[src/rtl/core/cbm_pkg.sv]
// Shared types, constants and address decode helpers for the cartridge bank mapper.
`default_nettype none

package cbm_pkg;

	// One input item: a CPU register write or a scanline tick.
	typedef struct packed {
		logic        cmd;
		logic [15:0] addr;
		logic [7:0]  data;
		logic [9:0]  cycles;
	} in_item_t;

	// One result item: the bank map after the item and its IRQ count.
	typedef struct packed {
		logic [4:0]  prg_bank_8000;
		logic [4:0]  prg_bank_a000;
		logic [4:0]  prg_bank_c000;
		logic [63:0] chr_banks;
		logic        mirroring;
		logic [8:0]  irq_fired;
	} out_item_t;

	// Sequencer states of the top level.
	typedef enum logic [1:0] {
		ST_IDLE,
		ST_EXEC,
		ST_STEP
	} cbm_state_t;

	// Strobes from the sequencer to the IRQ unit.
	typedef struct packed {
		logic exec;
		logic step;
	} irq_ctl_t;

	// Status from the IRQ unit back to the sequencer.
	typedef struct packed {
		logic more;
	} irq_sts_t;

	localparam logic       CMD_WRITE = 1'b0;
	localparam logic       CMD_TICK  = 1'b1;

	localparam logic [11:0] LINE_CYCLES  = 12'd341;
	localparam logic [4:0]  FIXED_BANK   = 5'h1E;
	localparam logic [9:0]  CYCLES_PER_STEP = 10'd3;

	// Address pages (addr[15:12]).
	localparam logic [3:0] PAGE_PRG_FIRST  = 4'h8;
	localparam logic [3:0] PAGE_MIRROR     = 4'h9;
	localparam logic [3:0] PAGE_PRG_SECOND = 4'hA;
	localparam logic [3:0] PAGE_CHR_B      = 4'hB;
	localparam logic [3:0] PAGE_CHR_C      = 4'hC;
	localparam logic [3:0] PAGE_CHR_D      = 4'hD;
	localparam logic [3:0] PAGE_CHR_E      = 4'hE;
	localparam logic [3:0] PAGE_IRQ        = 4'hF;

	// Sub-register codes.
	localparam logic [1:0] SEL_MIRROR   = 2'd0;
	localparam logic [1:0] SEL_SWAP     = 2'd1;
	localparam logic [1:0] SEL_LATCH_LO = 2'd0;
	localparam logic [1:0] SEL_CONTROL  = 2'd1;
	localparam logic [1:0] SEL_LATCH_HI = 2'd2;
	localparam logic [1:0] SEL_ACK      = 2'd3;

	// Wiring variants a..e.
	localparam logic [2:0] VARIANT_A = 3'd0;
	localparam logic [2:0] VARIANT_B = 3'd1;
	localparam logic [2:0] VARIANT_C = 3'd2;
	localparam logic [2:0] VARIANT_D = 3'd3;
	localparam logic [2:0] VARIANT_E = 3'd4;

	// Reorder tables, element r gives the sub-register for raw address bits r.
	localparam logic [3:0][1:0] MAP_SWAPPED  = {2'd3, 2'd1, 2'd2, 2'd0};
	localparam logic [3:0][1:0] MAP_STRAIGHT = {2'd3, 2'd2, 2'd1, 2'd0};

	// Sub-register select for a write address under a wiring variant.
	// Unknown variant codes fall back to wiring a.
	function automatic logic [1:0] sub_sel(logic [2:0] variant, logic [15:0] addr);
		logic [1:0] raw;
		logic [3:0][1:0] map;
		raw = addr[2:1];
		map = MAP_SWAPPED;
		case (variant)
			VARIANT_B: begin
				raw = addr[1:0];
				map = MAP_STRAIGHT;
			end
			VARIANT_C: begin
				raw = addr[7:6];
				map = MAP_SWAPPED;
			end
			VARIANT_D: begin
				raw = addr[3:2];
				map = MAP_STRAIGHT;
			end
			VARIANT_E: begin
				raw = addr[3:2];
				map = MAP_SWAPPED;
			end
			default: begin
				raw = addr[2:1];
				map = MAP_SWAPPED;
			end
		endcase
		return map[raw];
	endfunction

endpackage

`default_nettype wire

[src/rtl/core/cbm_regs.sv]
// Program bank, character bank and mirroring registers with their write decode.
`default_nettype none

module cbm_regs (
	input  wire logic        clk,
	input  wire logic        arst_n,
	input  wire logic        wr_en,
	input  wire logic [15:0] addr,
	input  wire logic [7:0]  data,
	input  wire logic [2:0]  variant,
	output logic [4:0]       prg_first,
	output logic [4:0]       prg_second,
	output logic             prg_swap,
	output logic [63:0]      chr_banks,
	output logic             mirror
);

	logic [4:0] prg_first_q;
	logic [4:0] prg_second_q;
	logic       prg_swap_q;
	logic       mirror_q;
	logic [7:0] chr_q [8];

	logic [1:0] sel;
	logic [3:0] page;
	logic [3:0] chr_page_off;
	logic [2:0] chr_idx;

	assign sel          = cbm_pkg::sub_sel(variant, addr);
	assign page         = addr[15:12];
	assign chr_page_off = page - cbm_pkg::PAGE_CHR_B;
	assign chr_idx      = {chr_page_off[1:0], sel[0]};

	always_ff @(posedge clk or negedge arst_n) begin
		if (!arst_n) begin
			prg_first_q  <= '0;
			prg_second_q <= '0;
			prg_swap_q   <= 1'b0;
			mirror_q     <= 1'b0;
			for (int i = 0; i < 8; i++) begin
				chr_q[i] <= '0;
			end
		end else if (wr_en) begin
			case (page)
				cbm_pkg::PAGE_PRG_FIRST: begin
					prg_first_q <= data[4:0];
				end
				cbm_pkg::PAGE_MIRROR: begin
					if (sel == cbm_pkg::SEL_MIRROR) begin
						mirror_q <= data[0];
					end else if (sel == cbm_pkg::SEL_SWAP) begin
						prg_swap_q <= data[1];
					end
				end
				cbm_pkg::PAGE_PRG_SECOND: begin
					prg_second_q <= data[4:0];
				end
				cbm_pkg::PAGE_CHR_B, cbm_pkg::PAGE_CHR_C,
				cbm_pkg::PAGE_CHR_D, cbm_pkg::PAGE_CHR_E: begin
					for (int i = 0; i < 8; i++) begin
						if (chr_idx == 3'(i)) begin
							if (sel[1]) begin
								chr_q[i][7:4] <= data[3:0];
							end else begin
								chr_q[i][3:0] <= data[3:0];
							end
						end
					end
				end
				default: begin
				end
			endcase
		end
	end

	always_comb begin
		for (int i = 0; i < 8; i++) begin
			chr_banks[8*i +: 8] = chr_q[i];
		end
	end

	assign prg_first  = prg_first_q;
	assign prg_second = prg_second_q;
	assign prg_swap   = prg_swap_q;
	assign mirror     = mirror_q;

endmodule

`default_nettype wire

[src/rtl/core/cbm_irq.sv]
// IRQ latch, control, prescaler and the shared counter step unit.
`default_nettype none

module cbm_irq (
	input  wire logic              clk,
	input  wire logic              arst_n,
	input  wire cbm_pkg::irq_ctl_t ctl,
	input  wire cbm_pkg::in_item_t item,
	input  wire logic [2:0]        variant,
	output cbm_pkg::irq_sts_t      sts,
	output logic [8:0]             fired
);

	logic [2:0]  control_q;
	logic [7:0]  reload_q;
	logic [7:0]  counter_q;
	logic [11:0] prescale_q;
	logic [9:0]  rem_q;
	logic [8:0]  fired_q;

	logic [1:0]  sel;
	logic        enabled;
	logic        cycle_mode;
	logic [11:0] pre_next;

	// The one step unit: increment, or reload with a wrap at 0xFF.
	logic [7:0]  step_cnt;
	logic        step_wrap;

	assign sel        = cbm_pkg::sub_sel(variant, item.addr);
	assign enabled    = control_q[1];
	assign cycle_mode = control_q[2];
	assign pre_next   = prescale_q - {2'b00, item.cycles};
	assign step_wrap  = (counter_q == 8'hFF);
	assign step_cnt   = step_wrap ? reload_q : counter_q + 8'd1;

	always_ff @(posedge clk or negedge arst_n) begin
		if (!arst_n) begin
			control_q  <= '0;
			reload_q   <= '0;
			counter_q  <= '0;
			prescale_q <= '0;
			rem_q      <= '0;
			fired_q    <= '0;
		end else if (ctl.exec) begin
			fired_q <= '0;
			rem_q   <= '0;
			if (item.cmd == cbm_pkg::CMD_WRITE) begin
				if (item.addr[15:12] == cbm_pkg::PAGE_IRQ) begin
					case (sel)
						cbm_pkg::SEL_LATCH_LO: reload_q[3:0] <= item.data[3:0];
						cbm_pkg::SEL_LATCH_HI: reload_q[7:4] <= item.data[3:0];
						cbm_pkg::SEL_CONTROL: begin
							control_q <= item.data[2:0];
							if (item.data[1]) begin
								counter_q  <= reload_q;
								prescale_q <= cbm_pkg::LINE_CYCLES;
							end
						end
						cbm_pkg::SEL_ACK: control_q[1] <= control_q[0];
						default: begin
						end
					endcase
				end
			end else if (enabled) begin
				if (cycle_mode) begin
					rem_q <= item.cycles;
				end else if (pre_next[11]) begin
					prescale_q <= pre_next + cbm_pkg::LINE_CYCLES;
					counter_q  <= step_cnt;
					fired_q    <= {8'd0, step_wrap};
				end else begin
					prescale_q <= pre_next;
				end
			end
		end else if (ctl.step) begin
			counter_q <= step_cnt;
			fired_q   <= fired_q + {8'd0, step_wrap};
			rem_q     <= rem_q - cbm_pkg::CYCLES_PER_STEP;
		end
	end

	assign sts.more = (rem_q >= cbm_pkg::CYCLES_PER_STEP);
	assign fired    = fired_q;

endmodule

`default_nettype wire

[src/rtl/core/cartridge_bank_mapper_with_irq.sv]
// Top level of the cartridge bank mapper: sequencer, configuration and result register.
//
//  Channel   Direction  Handshake                 Payload
//  in        to block   in_valid / in_stall       in_item  (cbm_pkg::in_item_t)
//  out       from block out_valid / out_stall     out_item (cbm_pkg::out_item_t)
//  cfg       to block   cfg_wr_en                 cfg_wr_data (wiring variant)
//
// A CPU write or a tick in prescaler mode or with the IRQ disabled goes from transfer to
// result in order: the item is captured, then applied, then the result is loaded.
// A tick in cycle mode also runs one counter step per full CYCLES_PER_STEP in its cycles;
// the single counter step unit in cbm_irq sets how long that work lasts.
// Reset clears all mapper state, the variant and out_valid, but not the result data.
// While out_stall holds a result, the block still takes and works on the next item; it then
// waits with that item's result until the result register frees.
`default_nettype none

module cartridge_bank_mapper_with_irq (
	input  wire logic               clk,
	input  wire logic               arst_n,
	input  wire logic               in_valid,
	output logic                    in_stall,
	input  wire cbm_pkg::in_item_t  in_item,
	output logic                    out_valid,
	input  wire logic               out_stall,
	output cbm_pkg::out_item_t      out_item,
	input  wire logic               cfg_wr_en,
	input  wire logic [2:0]         cfg_wr_data
);

	cbm_pkg::cbm_state_t state_q;
	cbm_pkg::cbm_state_t state_next;

	cbm_pkg::in_item_t  item_q;
	cbm_pkg::out_item_t out_q;
	logic               out_valid_q;
	logic [2:0]         variant_q;

	cbm_pkg::irq_ctl_t irq_ctl;
	cbm_pkg::irq_sts_t irq_sts;

	logic        in_take;
	logic        out_load;
	logic        regs_wr;

	logic [4:0]  prg_first;
	logic [4:0]  prg_second;
	logic        prg_swap;
	logic [63:0] chr_banks;
	logic        mirror;
	logic [8:0]  irq_fired;

	// The variant register is to be written only while the block is idle; the block does not enforce it.
	always_ff @(posedge clk or negedge arst_n) begin
		if (!arst_n) begin
			variant_q <= cbm_pkg::VARIANT_A;
		end else if (cfg_wr_en) begin
			variant_q <= cfg_wr_data;
		end
	end

	// The block takes a new item only from the idle state.
	assign in_stall = (state_q != cbm_pkg::ST_IDLE);
	assign in_take  = in_valid && !in_stall;

	// Item register: holds the accepted transfer while it is applied.
	always_ff @(posedge clk) begin
		if (in_take) begin
			item_q <= in_item;
		end
	end

	always_ff @(posedge clk or negedge arst_n) begin
		if (!arst_n) begin
			state_q <= cbm_pkg::ST_IDLE;
		end else begin
			state_q <= state_next;
		end
	end

	// Sequencer: apply the item once, then run the counter step unit until fewer than
	// CYCLES_PER_STEP of the item's cycles are left, then hand the result over once the result register is free.
	always_comb begin
		state_next   = state_q;
		irq_ctl.exec = 1'b0;
		irq_ctl.step = 1'b0;
		regs_wr      = 1'b0;
		out_load     = 1'b0;
		case (state_q)
			cbm_pkg::ST_IDLE: begin
				if (in_take) begin
					state_next = cbm_pkg::ST_EXEC;
				end
			end
			cbm_pkg::ST_EXEC: begin
				irq_ctl.exec = 1'b1;
				regs_wr      = (item_q.cmd == cbm_pkg::CMD_WRITE);
				state_next   = cbm_pkg::ST_STEP;
			end
			cbm_pkg::ST_STEP: begin
				if (irq_sts.more) begin
					irq_ctl.step = 1'b1;
				end else if (!out_valid_q || !out_stall) begin
					out_load   = 1'b1;
					state_next = cbm_pkg::ST_IDLE;
				end
			end
			default: begin
				state_next = cbm_pkg::ST_IDLE;
			end
		endcase
	end

	cbm_regs u_regs (
		.clk        (clk),
		.arst_n     (arst_n),
		.wr_en      (regs_wr),
		.addr       (item_q.addr),
		.data       (item_q.data),
		.variant    (variant_q),
		.prg_first  (prg_first),
		.prg_second (prg_second),
		.prg_swap   (prg_swap),
		.chr_banks  (chr_banks),
		.mirror     (mirror)
	);

	cbm_irq u_irq (
		.clk     (clk),
		.arst_n  (arst_n),
		.ctl     (irq_ctl),
		.item    (item_q),
		.variant (variant_q),
		.sts     (irq_sts),
		.fired   (irq_fired)
	);

	// Result register: parts the output handshake from the sequencer.
	always_ff @(posedge clk or negedge arst_n) begin
		if (!arst_n) begin
			out_valid_q <= 1'b0;
		end else if (out_load) begin
			out_valid_q <= 1'b1;
		end else if (!out_stall) begin
			out_valid_q <= 1'b0;
		end
	end

	// With the swap flag set, the fixed bank moves from 0xC000 to 0xA000.
	always_ff @(posedge clk) begin
		if (out_load) begin
			out_q.prg_bank_8000 <= prg_first;
			out_q.prg_bank_a000 <= prg_swap ? cbm_pkg::FIXED_BANK : prg_second;
			out_q.prg_bank_c000 <= prg_swap ? prg_second : cbm_pkg::FIXED_BANK;
			out_q.chr_banks     <= chr_banks;
			out_q.mirroring     <= mirror;
			out_q.irq_fired     <= irq_fired;
		end
	end

	assign out_valid = out_valid_q;
	assign out_item  = out_q;

endmodule

`default_nettype wire

[config.mk]
export PLATFORM = sky130hd
export DESIGN_NAME = cartridge_bank_mapper_with_irq
export DESIGN_NICKNAME = d
export VERILOG_FILES = /design/src/rtl/core/cbm_pkg.sv /design/src/rtl/core/cbm_regs.sv /design/src/rtl/core/cbm_irq.sv /design/src/rtl/core/cartridge_bank_mapper_with_irq.sv
export SDC_FILE = /design/constraint.sdc
export NUM_CORES = 1
export LEC_CHECK = 0
export ABC_AREA = 1
export BUFFER_PORTS_ARGS = -buffer_cell sky130_fd_sc_hd__buf_2
export CAP_MARGIN = 10
export CORE_MARGIN = 2
export CORE_UTILIZATION = 45
export CTS_CLUSTER_SIZE = 30
export DETAILED_ROUTE_END_ITERATION = 12
export PLACE_DENSITY = 0.71
export SYNTH_ARGS = -nofsm -noshare
export SYNTH_HDL_FRONTEND = slang
export SYNTH_SLANG_ARGS = --single-unit
[constraint.sdc]
create_clock -name clk -period 7.95 [get_ports clk]
set_input_delay 0.795 -clock clk [delete_from_list [all_inputs] [get_ports clk]]
set_output_delay 0.795 -clock clk [all_outputs]
set_load 0.02 [all_outputs]
# After elaboration in Yosys (flattened, before gate mapping)
# Cells that the tools add are included.
# word_totals
reg_bits	253
inputBits	43
wordCells	179
# classes
reduce_logical	44
order_cmp	2
mux	46
n_eq_ne	37
n_bitwise	3
add_sub_neg	6
# ops
cell	count
12-bit 2-to-1 mux	7
4-bit AND reduction	21
8-bit 2-to-1 mux	10
10-bit 2-to-1 mux	5
9-bit 2-to-1 mux	5
4-bit == test, second input constant	8
3-bit == test, second input constant	5
12-bit by 9-bit adder with 12-bit output, second input constant	1
3-bit by 2-bit == test with 1-bit output, second input constant	4
3-bit by 2-bit inequality test with 1-bit output, second input constant	4
2-bit one-hot mux with 3 select lines	2
2-bit nonzero test	6
12-bit by 10-bit subtractor with 12-bit output	1
10-bit by 2-bit greater-or-equal comparator with 1-bit output, second input constant	1
1-bit 2-to-1 mux	10
10-bit by 2-bit subtractor with 10-bit output, second input constant	1
9-bit by 1-bit adder with 9-bit output	1
8-bit by 1-bit adder with 8-bit output, second input constant	1
8-bit == test, second input constant	1
2-bit 2-to-1 mux	4
2-bit inequality test, second input constant	4
7-bit AND reduction	1
2-bit == test, second input constant	3
3-bit by 1-bit == test with 1-bit output, second input constant	2
19 further kinds	30

# Depth between registers and ports, before layout
# Gate-level depths: netlist of the first run.
# logic_depth
ltp_word	10
depth_mapped	17
depth_no_buf	17

# Hierarchy
# Synthesis of the first run repeated with hierarchy kept, for this count alone.
# unflattened
hier_cells	1112
hier_area_um2	11123.2
# modules_own_cells
mod	cells_per_inst	area_per_inst_um2	n_inst	seq_area_each_um2
cartridge_bank_mapper_with_irq	175	4052.6	1	3873.7
cbm_irq	528	3632.2	1	1251.2
cbm_regs	409	3438.3	1	1901.8

# Worst setup path after synthesis of the first run
# No wires, ideal clock.
# synth_timing
path_type	in2reg
start	input out_stall
end	register out_q, in the netlist out_item[0], enable pin
slack_ns	0.387
cell_stages	3
required_ns	7.304
t_arrival_ns	6.917
setup_ns	0.646
cell_sequence	nand2_1 > inv_1 > nor3_1
# synth_via
elab_chain_len	5
# synth_lines
element	line_no	source
from (decl)	cartridge_bank_mapper_with_irq.sv:24	input wire logic out_stall,
1-bit logical NOT	n/a	
1-bit logical OR	cartridge_bank_mapper_with_irq.sv:102	end else if (!out_valid_q || !out_stall) begin
1-bit 2-to-1 mux	cartridge_bank_mapper_with_irq.sv:102	
1-bit 2-to-1 mux	cartridge_bank_mapper_with_irq.sv:100	if (irq_sts.more) begin
1-bit 2-to-1 mux	cartridge_bank_mapper_with_irq.sv:88	case (state_q)
via out_load	cartridge_bank_mapper_with_irq.sv:42	logic out_load;
to (decl)	cartridge_bank_mapper_with_irq.sv:34	cbm_pkg::out_item_t out_q;
# The timed path passes the listed nets, and every way through them passes these cells.
# A chain may end at the register's enable or synchronous reset.

# Final worst setup path of the first run
# layout_timing
start	register item_q[2] (netlist name)
end	register u_irq.counter_q[6]
# layout_via
elab_chain_len	3
# layout_lines
element	line_no	source
from (decl)	cartridge_bank_mapper_with_irq.sv:33	cbm_pkg::in_item_t item_q;
from (signal assigned)	cartridge_bank_mapper_with_irq.sv:68	item_q <= in_item;
12-bit by 10-bit subtractor with 12-bit output	cbm_irq.sv:33	assign pre_next = prescale_q - {2'b00, item.cycles};
3-bit by 2-bit inequality test with 1-bit output (no line)	n/a	
7-bit AND reduction (no line)	n/a	
to (signal assigned)	cbm_irq.sv:56	counter_q <= reload_q;
to (signal assigned)	cbm_irq.sv:70	counter_q <= step_cnt;
to (signal assigned)	cbm_irq.sv:77	counter_q <= step_cnt;
to (decl)	cbm_irq.sv:16	logic [7:0] counter_q;
# No other way between the ends.

==> results.md, run 1 <==
Detailed routing:
- The count of antenna-violating nets left after detailed routing is 0.
- The via count is 7302.
- The number of optimization iterations in the first detailed-route pass is 6.
- The total wirelength of the detailed-routed design is 21.2 mm.
- After the first detailed-routing iteration, the DRC count stood at 442.
- The average wire per cell in the routed design is 14.8 um.
- Using the TritonRoute via totals, the vias-per-cell ratio works out to 5.10.
- For this run, design rule violations remaining after detail routing come to 0.

Synthesis:
- The cell area that synthesis handed to floorplanning was 10400 sq um.
- The net count after synthesis is 1045.
- In the post-synthesis netlist, the biggest area contributors are sky130_fd_sc_hd__edfxtp_1 (33%), sky130_fd_sc_hd__dfrtp_1 (32%), sky130_fd_sc_hd__nand2_1 (8.9%), sky130_fd_sc_hd__o21ai_0 (3.6%), sky130_fd_sc_hd__inv_1 (3.0%).
- The number of library cell types mapped by synthesis is 41.
- In the synthesized netlist the async set-or-reset flop fraction comes to 53.4%.
- In this run, synthesis inferred 115 flip-flops with an integrated enable.
- For this run, the number of Yosys warnings is 0.
- Averaged over all synthesized cells, the footprint is 10.6 sq um.
- The count of mapped cells out of synthesis is 982.
- The top cell type's share of synthesized area is 33.2%.
- After synthesis the netlist holds a flip-flop and latch count of 247.
- Sequential elements use 64.9% of the synthesized area.
- The synthesized design spends more area on one cell type than any other, namely sky130_fd_sc_hd__edfxtp_1.
- The most used flip-flop cell after synthesis is sky130_fd_sc_hd__dfrtp_1.

Clocking:
- The root buffer cell is sky130_fd_sc_hd__clkbuf_16.
- The number of gates resized after CTS was 0.
- The clock passes through at most 3 buffers.
- For this design, the CTS-stage hold fixing added 0 buffers.
- The clock network latency to the later pin of the worst-skew pair is 0.53 ns.
- Buffers inserted during clock tree synthesis total 26.
- The buffer count from post-CTS setup fixing is 0.
- The total number of clock tree sinks is 247.
- The TritonCTS clock tree is built.
- The level count of the clock H-tree is 1.
- The clock transition at the register clock pins on the worst setup and hold paths after CTS is 0.06 ns.

Critical path:
- STA classifies the critical path endpoint as a register.
- The worst setup path is of the register to register kind.
- The startpoint identified for the worst register-to-register timing path is item_q[2].
- The worst endpoint data arrival time is 3.13 ns.
- For the worst setup path, the data required time is 8.35 ns.
- The highest net fanout along the worst path is 14.
- The start point of the critical path is item_q[2].
- The worst setup path is launched from a register.

STA:
- For the final routed database, the setup TNS stands at 0 ns.
- At the pin with the least slew margin, the transition time is 0.982 ns.
- The maximum clock rate is 367 MHz.
- Setup repair after global routing left no endpoint under its margin.
- The total count of max-transition violations in the final report came to 0.
- The post-route clock skew is 0.0223 ns.
- The worst relative slew slack is 34.5%.
- The number of failing setup endpoints in the final timing report is 0.
- The post-layout minimum cycle time is 2.72 ns.
- The final worst setup slack is 5.23 ns.
- The number of hold violations in the final report is 0.
- The worst path uses 34.3% of the clock period.

Placement:
- Port buffering added 124 buffers.
- The placed instance count is 1383.
- The detailed placement HPWL is 14.6 mm.
- At the end of routability-driven placement, the weighted congestion stood at 0.861.
- Prior to clock tree synthesis, the placed netlist has a worst setup slack of 5.23 ns.

Final layout:
- The layout cell share with drive strength beyond 1 is 19.9%.
- After the flow finishes, the layout carries non-filler instances totaling 1431.
- At the end of the flow, the number of nets in the layout was 1189.
- The leading cell type in the layout, fill and taps excluded is sky130_fd_sc_hd__nand2_1.
- The count of filler cells inserted in the layout is 1954.
- The area growth from synthesis to layout is 17.5%.
- Leaving out fill and tap cells, the most frequent cells in the layout are sky130_fd_sc_hd__nand2_1 (247), sky130_fd_sc_hd__dfrtp_1 (132), sky130_fd_sc_hd__buf_2 (123), sky130_fd_sc_hd__edfxtp_1 (115), sky130_fd_sc_hd__inv_1 (84).

Pwr:
- The analysis attributes to cell leakage a power of 5.60 nW.
- For this design the ratio of total power to cell area is 321 nW/um^2.
- The total power after layout is 3.93 mW.
- VDD sags by at most 0.000251 V.

Global route:
- The first global-routing pass estimated 34.5 mm of wire.
- The largest net degree at the start of global routing is 77.
- The initial antenna violation count is 1.
- Global routing finished with a remaining overflow of 0.
- The number of global-route vias before repair came to 6915.
- The overall track demand over capacity in global routing is 17.7%.

Status:
- The flow ran to the end, and the final reports show no timing, DRC or antenna violations.

Die:
- The core region is 22700 sq um.
- Once the floorplan was initialized, standard cells occupied 45.8% of the core.
- The full die area is 24400 sq um.
- During I/O placement, the number of pins put on the boundary was 134.
- The die extent in x is 156 um.
- The floorplan has 55 rows.
- The die outline height is 156 um.

Min path:
- The worst min-delay path class is input port to asynchronous set/reset pin.

Flow run:
- Max-cap violations in this run came to 0.
==> cell type report <==
| type | instances | area, sq um | share of cell area [%] |
|---|---|---|---|
| multi-input combinational | 631 | 3260 | 26.7 |
| clock buffer | 30 | 686 | 5.61 |
| tap | 285 | 357 | 2.92 |
| antenna | 1 | 2.50 | 0.0205 |
| clock inverter | 17 | 168 | 1.37 |
| timing repair buffer | 128 | 657 | 5.37 |
| inverter | 92 | 345 | 2.82 |
| sequential | 247 | 6760 | 55.2 |
==> per-layer routing <==
metal  global-route usage [%]  vias to the layer above  part of all wire (%)
li1                         -                     3595                     -
met1                     23.1                     3454                    44
met2                     31.0                      218                    48
met3                     2.83                       35                   5.3
met4                     4.19                        0                   2.1
met5                        0                        -                     0
==> worst max-delay path: stages (launching register included) <==
cell                       delay, ns
sky130_fd_sc_hd__edfxtp_1       0.36
sky130_fd_sc_hd__inv_1          0.11
sky130_fd_sc_hd__ha_1           0.30
sky130_fd_sc_hd__a21oi_1        0.25
sky130_fd_sc_hd__nand2_1        0.15
sky130_fd_sc_hd__nand3_1        0.14
sky130_fd_sc_hd__nand4_1        0.12
sky130_fd_sc_hd__nand2_2        0.27
sky130_fd_sc_hd__nand2_1        0.12
sky130_fd_sc_hd__a21oi_2        0.41
sky130_fd_sc_hd__nand2_2        0.21
sky130_fd_sc_hd__nand2_1        0.10
sky130_fd_sc_hd__nand2_1        0.05
==> cell families after synthesis <==
logic type	share of synthesized area, %
flip-flops	64.9
buffers and inverters	3.86
adder cells (fa/ha/maj)	2.48
multiplexers	0.108
AO/OA/AOI/OAI	8.53
XOR/XNOR	1.43
AND/OR/NAND/NOR	18.7
==> synthesized netlist by cell type, drive strengths merged, types with 3 or more instances <==
cell	instances
a21oi	39
a31oi	4
buf	4
clkbuf	8
dfrtp	132
edfxtp	115
ha	19
inv	92
nand2	263
nand3	61
nand3b	4
nand4	7
nor2	78
nor3	10
o211ai	3
o21ai	113
xnor2	8
xor2	9
==> worst paths after layout <==
path	end	slack, ns	cells after the start
max in group asynchronous	u_irq.rem_q[5]	6.33	2
min in group clk	out_item[41]	0.43	0
hold / removal	u_regs.chr_banks[43]	0.24	1
setup reg to reg	u_irq.counter_q[6]	5.23	12
hold reg to reg	out_item[41]	0.43	0
setup / recovery	u_irq.counter_q[6]	5.23	12
==> power by group <==
group / internal (mW) / switching [mW] / leakage, nW
Sequential: 1.58 / 0.132 / 2.85
Clock: 0.690 / 0.500 / 0.425
Combinational: 0.333 / 0.692 / 2.32
Total: 2.61 / 1.32 / 5.60
==> stage by stage <==
stage               hold WS, ns  cell area, sq um  utilization [%]
floorplan                 0.419             10400                -
global placement          0.425             11400             50.1
detailed placement        0.426             11400             50.1
CTS                       0.248             12200             53.9
global route              0.269             12200             53.9
finish                    0.237             12200             53.9
==> flip-flops by register name, indices dropped and copies added, names as in the netlist <==
signal             count
out_item              89
item_q                26
out_valid              1
u_regs.prg_swap        1
state_q                2
u_regs.prg_first       5
u_regs.mirror          1
u_regs.prg_second      5
u_irq.rem_q           10
u_irq.prescale_q      12
u_irq.fired            9
u_irq.counter_q        8
u_irq.reload_q         8
variant_q              3
u_regs.chr_banks      64
u_irq.control_q        3
No activity file was read; power rests on OpenSTA's default activity.
==> run 2: changes to the inputs <==
clock period = 2.35 ns   (was 7.95 ns; I/O delays follow)
==> results.md, run 2 (synthesis gave the netlist of run 1 again) <==
Status:
- The flow ran to the end, and the final reports show no timing, DRC or antenna violations.

Clocking:
- The clock network latency to the later pin of the worst-skew pair is 0.54 ns.
- The root buffer cell is sky130_fd_sc_hd__clkbuf_16.
- The number of clock buffers inserted by TritonCTS is 25.
- Clock-pin slew was measured on the worst setup and hold paths at 0.06 ns.
- In this run the number of H-tree levels came out at 1.
- The clock passes through at most 3 buffers.
- The clock drives 247 sinks.
- The TritonCTS clock tree is built.

STA:
- The total count of max-transition violations in the final report is 0.
- At the pin with the least slew margin, the transition time is 0.643 ns.
- Across the routed clock network, the largest skew measured is 0.0200 ns.
- The maximum clock rate is 438 MHz.
- The worst relative slew slack is 57.1%.
- Setup violations remaining at the end of the flow were counted as 0.
- Dividing the final minimum period by the clock period gives 97.1%.
- Setup repair after global routing could not meet its margin everywhere.
- The post-layout minimum cycle time is 2.28 ns.
- In the final timing run, aggregate negative setup slack is 0 ns.
- The number of hold violations in the final report was 0.

Detailed routing:
- The first detailed-routing pass took 5 iterations.
- The number of DRC markers in iteration 0 is 402.
- After detailed routing, the average wire length per cell comes to 14.9 um.
- The count of antenna-violating nets left after detailed routing is 0.
- The number of vias per cell after detailed routing is 5.03.
- After detailed routing, the number of remaining DRC violations is 0.
- Wires add up to 22.3 mm.
- The routed layout has 7514 vias.

Critical path:
- Following the worst setup path forward leads to its endpoint at u_irq.prescale_q[9].
- The critical path startpoint category is a register.
- STA classifies the critical path endpoint as a register.
- In this run the worst path has a maximum fanout of 4.
- The critical setup path kind is register to register.
- The worst register-to-register path begins at u_irq.prescale_q[0].
- The required arrival time at the worst endpoint is 2.77 ns.
- The worst endpoint data arrival time is 2.71 ns.
- Counting cells, the worst reg-to-reg path comes to 14.
- The start point of the critical path is u_irq.prescale_q[0].
- The setup slack of the worst register-to-register path is 0.07 ns.
- The endpoint of the most critical register-to-register path is u_irq.prescale_q[9].

Pwr:
- The share of total power dissipated in sequential elements is 42.1%.
- Of the total power, the clock network draws 28.1%.
- Net switching is 33.8% of the power.
- Across the VDD grid, the largest voltage drop is 0.000810 V.
- In this run the power density over the cells is 1060 nW/um^2.
- The combinational power share is 29.8%.
- The design draws 13.8 mW.
- The internal power of the cells is 9.14 mW.
- The net switching power is 4.67 mW.
- In this run the static leakage power is 5.87 nW.

Die:
- The initial utilization of the core area, before any placement, comes to 45.8%.
- The die covers 24400 sq um.
- The die extent in x is 156 um.
- After floorplanning, the core was divided into 55 placement rows.
- The die outline height is 156 um.
- The core region is 22700 sq um.
- For this design the top-level I/O count stands at 134.

Final layout:
- The final standard cell count with taps included and fillers excluded is 1493.
- The count of filler cells inserted in the layout is 1841.
- The top cell types in the final layout, fill and taps aside, are sky130_fd_sc_hd__nand2_1 (240), sky130_fd_sc_hd__dfrtp_1 (132), sky130_fd_sc_hd__buf_2 (123), sky130_fd_sc_hd__edfxtp_1 (115), sky130_fd_sc_hd__inv_1 (80).
- The post-route netlist has 23.6% of its cells at a drive strength greater than 1.
- The cell area after layout is 13000 sq um.
- The number of nets at the end of the flow is 1251.
- The core utilization of the finished layout is 57.3%.
- The library cell used most frequently in the layout, excluding fill and tap cells, is sky130_fd_sc_hd__nand2_1.
- The register with the most flip-flops in the layout has 89 of them.
- Compared with the post-synthesis result, the final layout area differs by 25.0%.

Placement:
- In this run the cell area measured after placement is 11600 sq um.
- The number of buffers added on ports is 124.
- The detailed placement HPWL is 14.8 mm.
- Including well taps, the total number of placed cells is 1404.
- At the end of routability-driven placement, the weighted congestion stood at 0.907.

Min path:
- The worst hold path belongs to the class input port to asynchronous set/reset pin.

Global route:
- The number of global-route vias before repair was 7218.
- The first global-routing pass estimated 36.2 mm of wire.
- The overall track demand over capacity in global routing is 18.5%.
- The remaining global-route overflow is 0.
- The initial antenna violation count is 1.
- The largest net degree at the start of global routing is 64.

Flow run:
- The tool flagged a number of max-cap violations equal to 0.
## run 2: changes by cell type in the layout (fill, tap and decap cells not counted), moves of 7 or more
cell,delta
sky130_fd_sc_hd__dlygate4sd3_1,+38
sky130_fd_sc_hd__buf_4,+22
sky130_fd_sc_hd__nand2_1,-7
sky130_fd_sc_hd__ha_1,-10
sky130_fd_sc_hd__nand2_2,+7
sky130_fd_sc_hd__ha_4,+9
## run 2: worst min-delay path by stage
stage	end	slack, ns	cells after the start
after floorplan	out_valid	-0.06	0
after global placement	u_regs.chr_banks[42]	0.15	1
after detailed placement	u_regs.chr_banks[43]	0.16	1
after CTS	u_regs.chr_banks[42]	0.20	2
after global routing	u_regs.chr_banks[42]	0.23	2
final	u_regs.chr_banks[43]	0.20	2
## run 2: routing by layer
layer / GRT usage, % / wire, um
met1: 24.4 / 9710
met2: 31.8 / 10900
met3: 2.94 / 1050
met4: 5.46 / 544
met5: 0 / 0
## run 2: power groups by stage
stage	Clock [mW]	Combinational [mW]	Sequential (mW)
2_1_floorplan	0	2.52	5.91
6_report	3.89	4.11	5.82
3_3_place_gp	0	3.57	5.85
4_1_cts	3.94	3.74	5.79
5_1_grt	4.14	4.65	5.90
3_5_place_dp	0	3.66	5.86
## run 2: area by class of cell
| class | count | area, sq um | area share [%] |
|---|---|---|---|
| clock buffers | 34 | 669 | 5.14 |
| clock inverters | 12 | 135 | 1.04 |
| inverters | 92 | 345 | 2.65 |
| multi-input cells | 631 | 3490 | 26.8 |
| repair buffers | 191 | 1260 | 9.70 |
| well taps | 285 | 357 | 2.74 |
| diodes | 1 | 2.50 | 0.0192 |
| flip-flops and latches | 247 | 6760 | 51.9 |
## run 2: repair_timing
item / 4_1_cts / 5_1_grt
endpoints found under the setup margin: 0 / 24
resized for setup: 0 / 52
buffers inserted: 0 / 4
endpoints found under the hold margin: 66 / 0
hold buffers: 38 / 0
## run 2: stage by stage
stage	setup slack (ns)	hold WS [ns]
after global placement	0.0593	0.153
after detailed placement	0.00163	0.157
after global routing	-0.0517	0.231
after floorplan	-1.03	-0.0606
final	0.0680	0.200
after CTS	0.0133	0.204
## run 2: worst max-delay path, cell delays in order, from the launching register on
cell and delay, ns:
sky130_fd_sc_hd__dfrtp_1 0.38, sky130_fd_sc_hd__inv_2 0.08, sky130_fd_sc_hd__ha_4 0.13, sky130_fd_sc_hd__inv_2 0.04, sky130_fd_sc_hd__fa_2 0.41, sky130_fd_sc_hd__nand3_1 0.08, sky130_fd_sc_hd__nand2_1 0.13, sky130_fd_sc_hd__nand3_1 0.10
sky130_fd_sc_hd__nand2_1 0.09, sky130_fd_sc_hd__xor2_1 0.37, sky130_fd_sc_hd__nand2_2 0.14, sky130_fd_sc_hd__nand2_1 0.09, sky130_fd_sc_hd__nand2_1 0.05, sky130_fd_sc_hd__nand3_1 0.06, sky130_fd_sc_hd__nand2_1 0.05
==> run 3: changes to the inputs <==
CELL_PAD_IN_SITES_DETAIL_PLACEMENT = 2   (was default)
CELL_PAD_IN_SITES_GLOBAL_PLACEMENT = 2   (was default)
CORE_UTILIZATION = 34   (was 45)
PLACE_DENSITY = 0.8   (was 0.71)
==> results.md, run 3 (synthesis gave the netlist of run 1 again) <==
Clocking:
- The clock drives 247 sinks.
- TritonCTS built the clock tree.
- The number of clock buffers inserted by TritonCTS is 27.
- The clock passes through at most 3 buffers.
- The clock reaches the later pin of the worst-skew pair after 0.55 ns.
- Clock-pin slew was measured on the worst setup and hold paths at 0.07 ns.
- In this run the number of H-tree levels came out at 1.
- CTS placed an instance of sky130_fd_sc_hd__clkbuf_16 at the clock tree root.

Critical path:
- The endpoint of the most critical register-to-register path is u_regs.chr_banks[20].
- The signal on the critical path passes through inv_2 -> nor2_4 -> nand2_1 -> nand3_1 -> nand3_1 -> nand3_1 -> nand2_4 -> inv_2 -> nand2_2 -> nor2_4 -> nand2_4 -> nand2_1 -> o21ai_1.
- The worst register-to-register path has a depth of 13.
- The most repeated library cell on the critical path is sky130_fd_sc_hd__nand3_1.
- The worst setup path is of the register to register kind.
- The required arrival time at the worst endpoint is 2.75 ns.
- STA classifies the critical path startpoint as a register.
- On the critical path, the stage with the largest delay is an instance of sky130_fd_sc_hd__dfrtp_2.
- The startpoint identified for the worst register-to-register timing path is variant_q[0].
- The highest net fanout along the worst path is 8.
- The worst endpoint data arrival time is 2.88 ns.
- The buffer and inverter count on the worst path is 2.
- In this design, the stage delay of the slowest critical-path cell is 0.48 ns.
- The nature of the critical path endpoint is a register.
- Among cell families on the critical path, the largest total delay comes from simple AND/OR/NAND/NOR gates.
- Across all register-to-register paths, the minimum setup slack is -0.12 ns.

STA:
- The final hold slack is 0.198 ns.
- At the pin with the least slew margin, the transition time is 0.784 ns.
- For the final routed database, the setup TNS stands at -0.233 ns.
- Once routing completed, OpenROAD measured the worst setup slack at -0.122 ns.
- The maximum clock rate is 405 MHz.
- The number of hold violations in the final report is 0.
- The total count of max-transition violations in the final report is 0.
- The post-layout minimum cycle time is 2.47 ns.
- The post-route clock skew is 0.0157 ns.
- The final worst-path cycle share is 105%.
- Setup repair after global routing could not meet its margin everywhere.
- Headroom to the max-slew limit came out at 47.7%.
- The number of failing setup endpoints in the final timing report is 9.

Pwr:
- The total power after layout is 15.6 mW.
- The leakage power total is 6.18 nW.
- The maximum vdd drop is 0.000639 V.
- The power density over the cells is 1130 nW/um^2.

Final layout:
- The net count of the finished layout is 1270.
- The register with the most flip-flops in the layout has 89 of them.
- The area growth from synthesis to layout is 32.4%.
- For this run, the number of standard cells in the final layout without fillers is 1624.
- Once layout is done, the placed cells without fillers occupy 13800 sq um.
- Leaving out fill and tap cells, the most frequent cells in the layout are sky130_fd_sc_hd__nand2_1 (224), sky130_fd_sc_hd__dfrtp_1 (129), sky130_fd_sc_hd__buf_2 (123), sky130_fd_sc_hd__edfxtp_1 (115), sky130_fd_sc_hd__inv_1 (76).
- The number of antenna diodes in the final layout is 0.
- The layout cell share with drive strength beyond 1 is 28.6%.
- Leaving out fill and tap cells, the most frequent cell in the layout is sky130_fd_sc_hd__nand2_1.

Die:
- For this design the top-level I/O count stands at 134.
- In this run the vertical extent of the chip is 179 um.
- The effective utilization at floorplan is 34.3%.
- The floorplan has 64 rows.
- The full die area is 32000 sq um.
- The die extent in x is 179 um.
- The placeable core region is 30300 sq um.

Detailed routing:
- After detailed routing, the total wire length is 35.1 mm.
- The number of vias per cell after detailed routing is 5.01.
- The number of DRC markers in iteration 0 is 365.
- The first TritonRoute pass finished after 4 iterations.
- The via count is 8132.
- The average wire per cell in the routed design is 21.6 um.
- The remaining design rule violation count is 0.
- The count of antenna-violating nets left after detailed routing is 0.

Global route:
- The initial antenna violation count was 0.
- The number of global-route vias before repair is 9149.
- Entering global routing, the biggest net connects 51 pins.
- The first global-routing pass estimated 52.1 mm of wire.
- In the global route stage, overall resource usage came out at 21.2%.
- After global routing the overflow that remains totals 0.

Placement:
- The cell area reported after detailed placement is 11800 sq um.
- In this run, placement finished with an instance count of 1523.
- The number of buffers added on ports is 124.
- The routability-driven placement congestion ratio is 0.819.
- After legalization and detailed placement, the total HPWL measured 21.8 mm.

Status:
- The checks that failed: setup timing.
- The run finished, with violations left.

Flow run:
- The tool flagged a number of max-cap violations equal to 0.

Min path:
- In this run the worst hold path is classified as input port to asynchronous set/reset pin.
==> run 3: changes by cell type in the layout (fill, tap and decap cells not counted), moves of 6 or more <==
cell	delta
sky130_fd_sc_hd__nand2_1	-16
sky130_fd_sc_hd__buf_4	+14
sky130_fd_sc_hd__nand3_1	-6
sky130_fd_sc_hd__nor2_4	+7
sky130_fd_sc_hd__o21ai_0	-7
sky130_fd_sc_hd__nand2_4	+14
==> run 3: worst reg2reg max path, stage by stage (launching register included) <==
cell and delay [ns]:
sky130_fd_sc_hd__dfrtp_2 0.48, sky130_fd_sc_hd__inv_2 0.10, sky130_fd_sc_hd__nor2_4 0.17, sky130_fd_sc_hd__nand2_1 0.12, sky130_fd_sc_hd__nand3_1 0.15, sky130_fd_sc_hd__nand3_1 0.13, sky130_fd_sc_hd__nand3_1 0.15, sky130_fd_sc_hd__nand2_4 0.14
sky130_fd_sc_hd__inv_2 0.16, sky130_fd_sc_hd__nand2_2 0.13, sky130_fd_sc_hd__nor2_4 0.19, sky130_fd_sc_hd__nand2_4 0.13, sky130_fd_sc_hd__nand2_1 0.17, sky130_fd_sc_hd__o21ai_1 0.10
==> run 3: per-stage QoR <==
| step | setup slack [ns] | utilization, % |
|---|---|---|
| 2_1_floorplan | -1.03 | - |
| 3_3_place_gp | -0.00791 | 38.9 |
| 3_5_place_dp | -0.143 | 38.9 |
| 4_1_cts | -0.00605 | 43.7 |
| 5_1_grt | -0.190 | 45.4 |
| 6_report | -0.122 | 45.4 |
==> run 3: worst max path at each step <==
stage / from / end / slack [ns] / cells past startpoint
after floorplan: u_irq.rem_q[2] / out_item[0] / -1.03 / 5
after global placement: item_q[0] / u_irq.prescale_q[10] / -0.008 / 16
after detailed placement: item_q[0] / u_irq.prescale_q[10] / -0.14 / 16
after CTS: u_irq.prescale_q[0] / u_irq.prescale_q[10] / -0.006 / 16
after global routing: variant_q[0] / u_regs.chr_banks[25] / -0.19 / 12
final: variant_q[0] / u_regs.chr_banks[20] / -0.12 / 13
==> run 3: power breakdown <==
group	internal [mW]	total, mW	switching, mW
clock network	2.66	4.53	1.87
registers	5.36	5.89	0.536
logic	1.84	5.15	3.31
total	9.86	15.6	5.71
==> run 3: metal layers <==
| layer | GRT usage, % | part of all wire [%] |
|---|---|---|
| met5 | 0 | 0 |
| met1 | 23.8 | 38 |
| met4 | 5.39 | 2.4 |
| met2 | 42.0 | 56 |
| met3 | 2.48 | 3.5 |
==> run 3: area by class of cell <==
type	instances	area, sq um
multi-input combinational	631	3810
fill	3138	16600
timing repair buffer	208	1430
sequential	247	6760
tap	396	495
inverter	92	357
clock inverter	16	203
clock buffer	34	732
==> run 3: timing repair <==
item	4_1_cts	5_1_grt
endpoints found under the setup margin	20	100
pin swaps	8	32
endpoints found under the hold margin	146	0
setup buffers	5	8
gates cloned	0	0
hold buffers	38	0
gates resized for setup	24	115
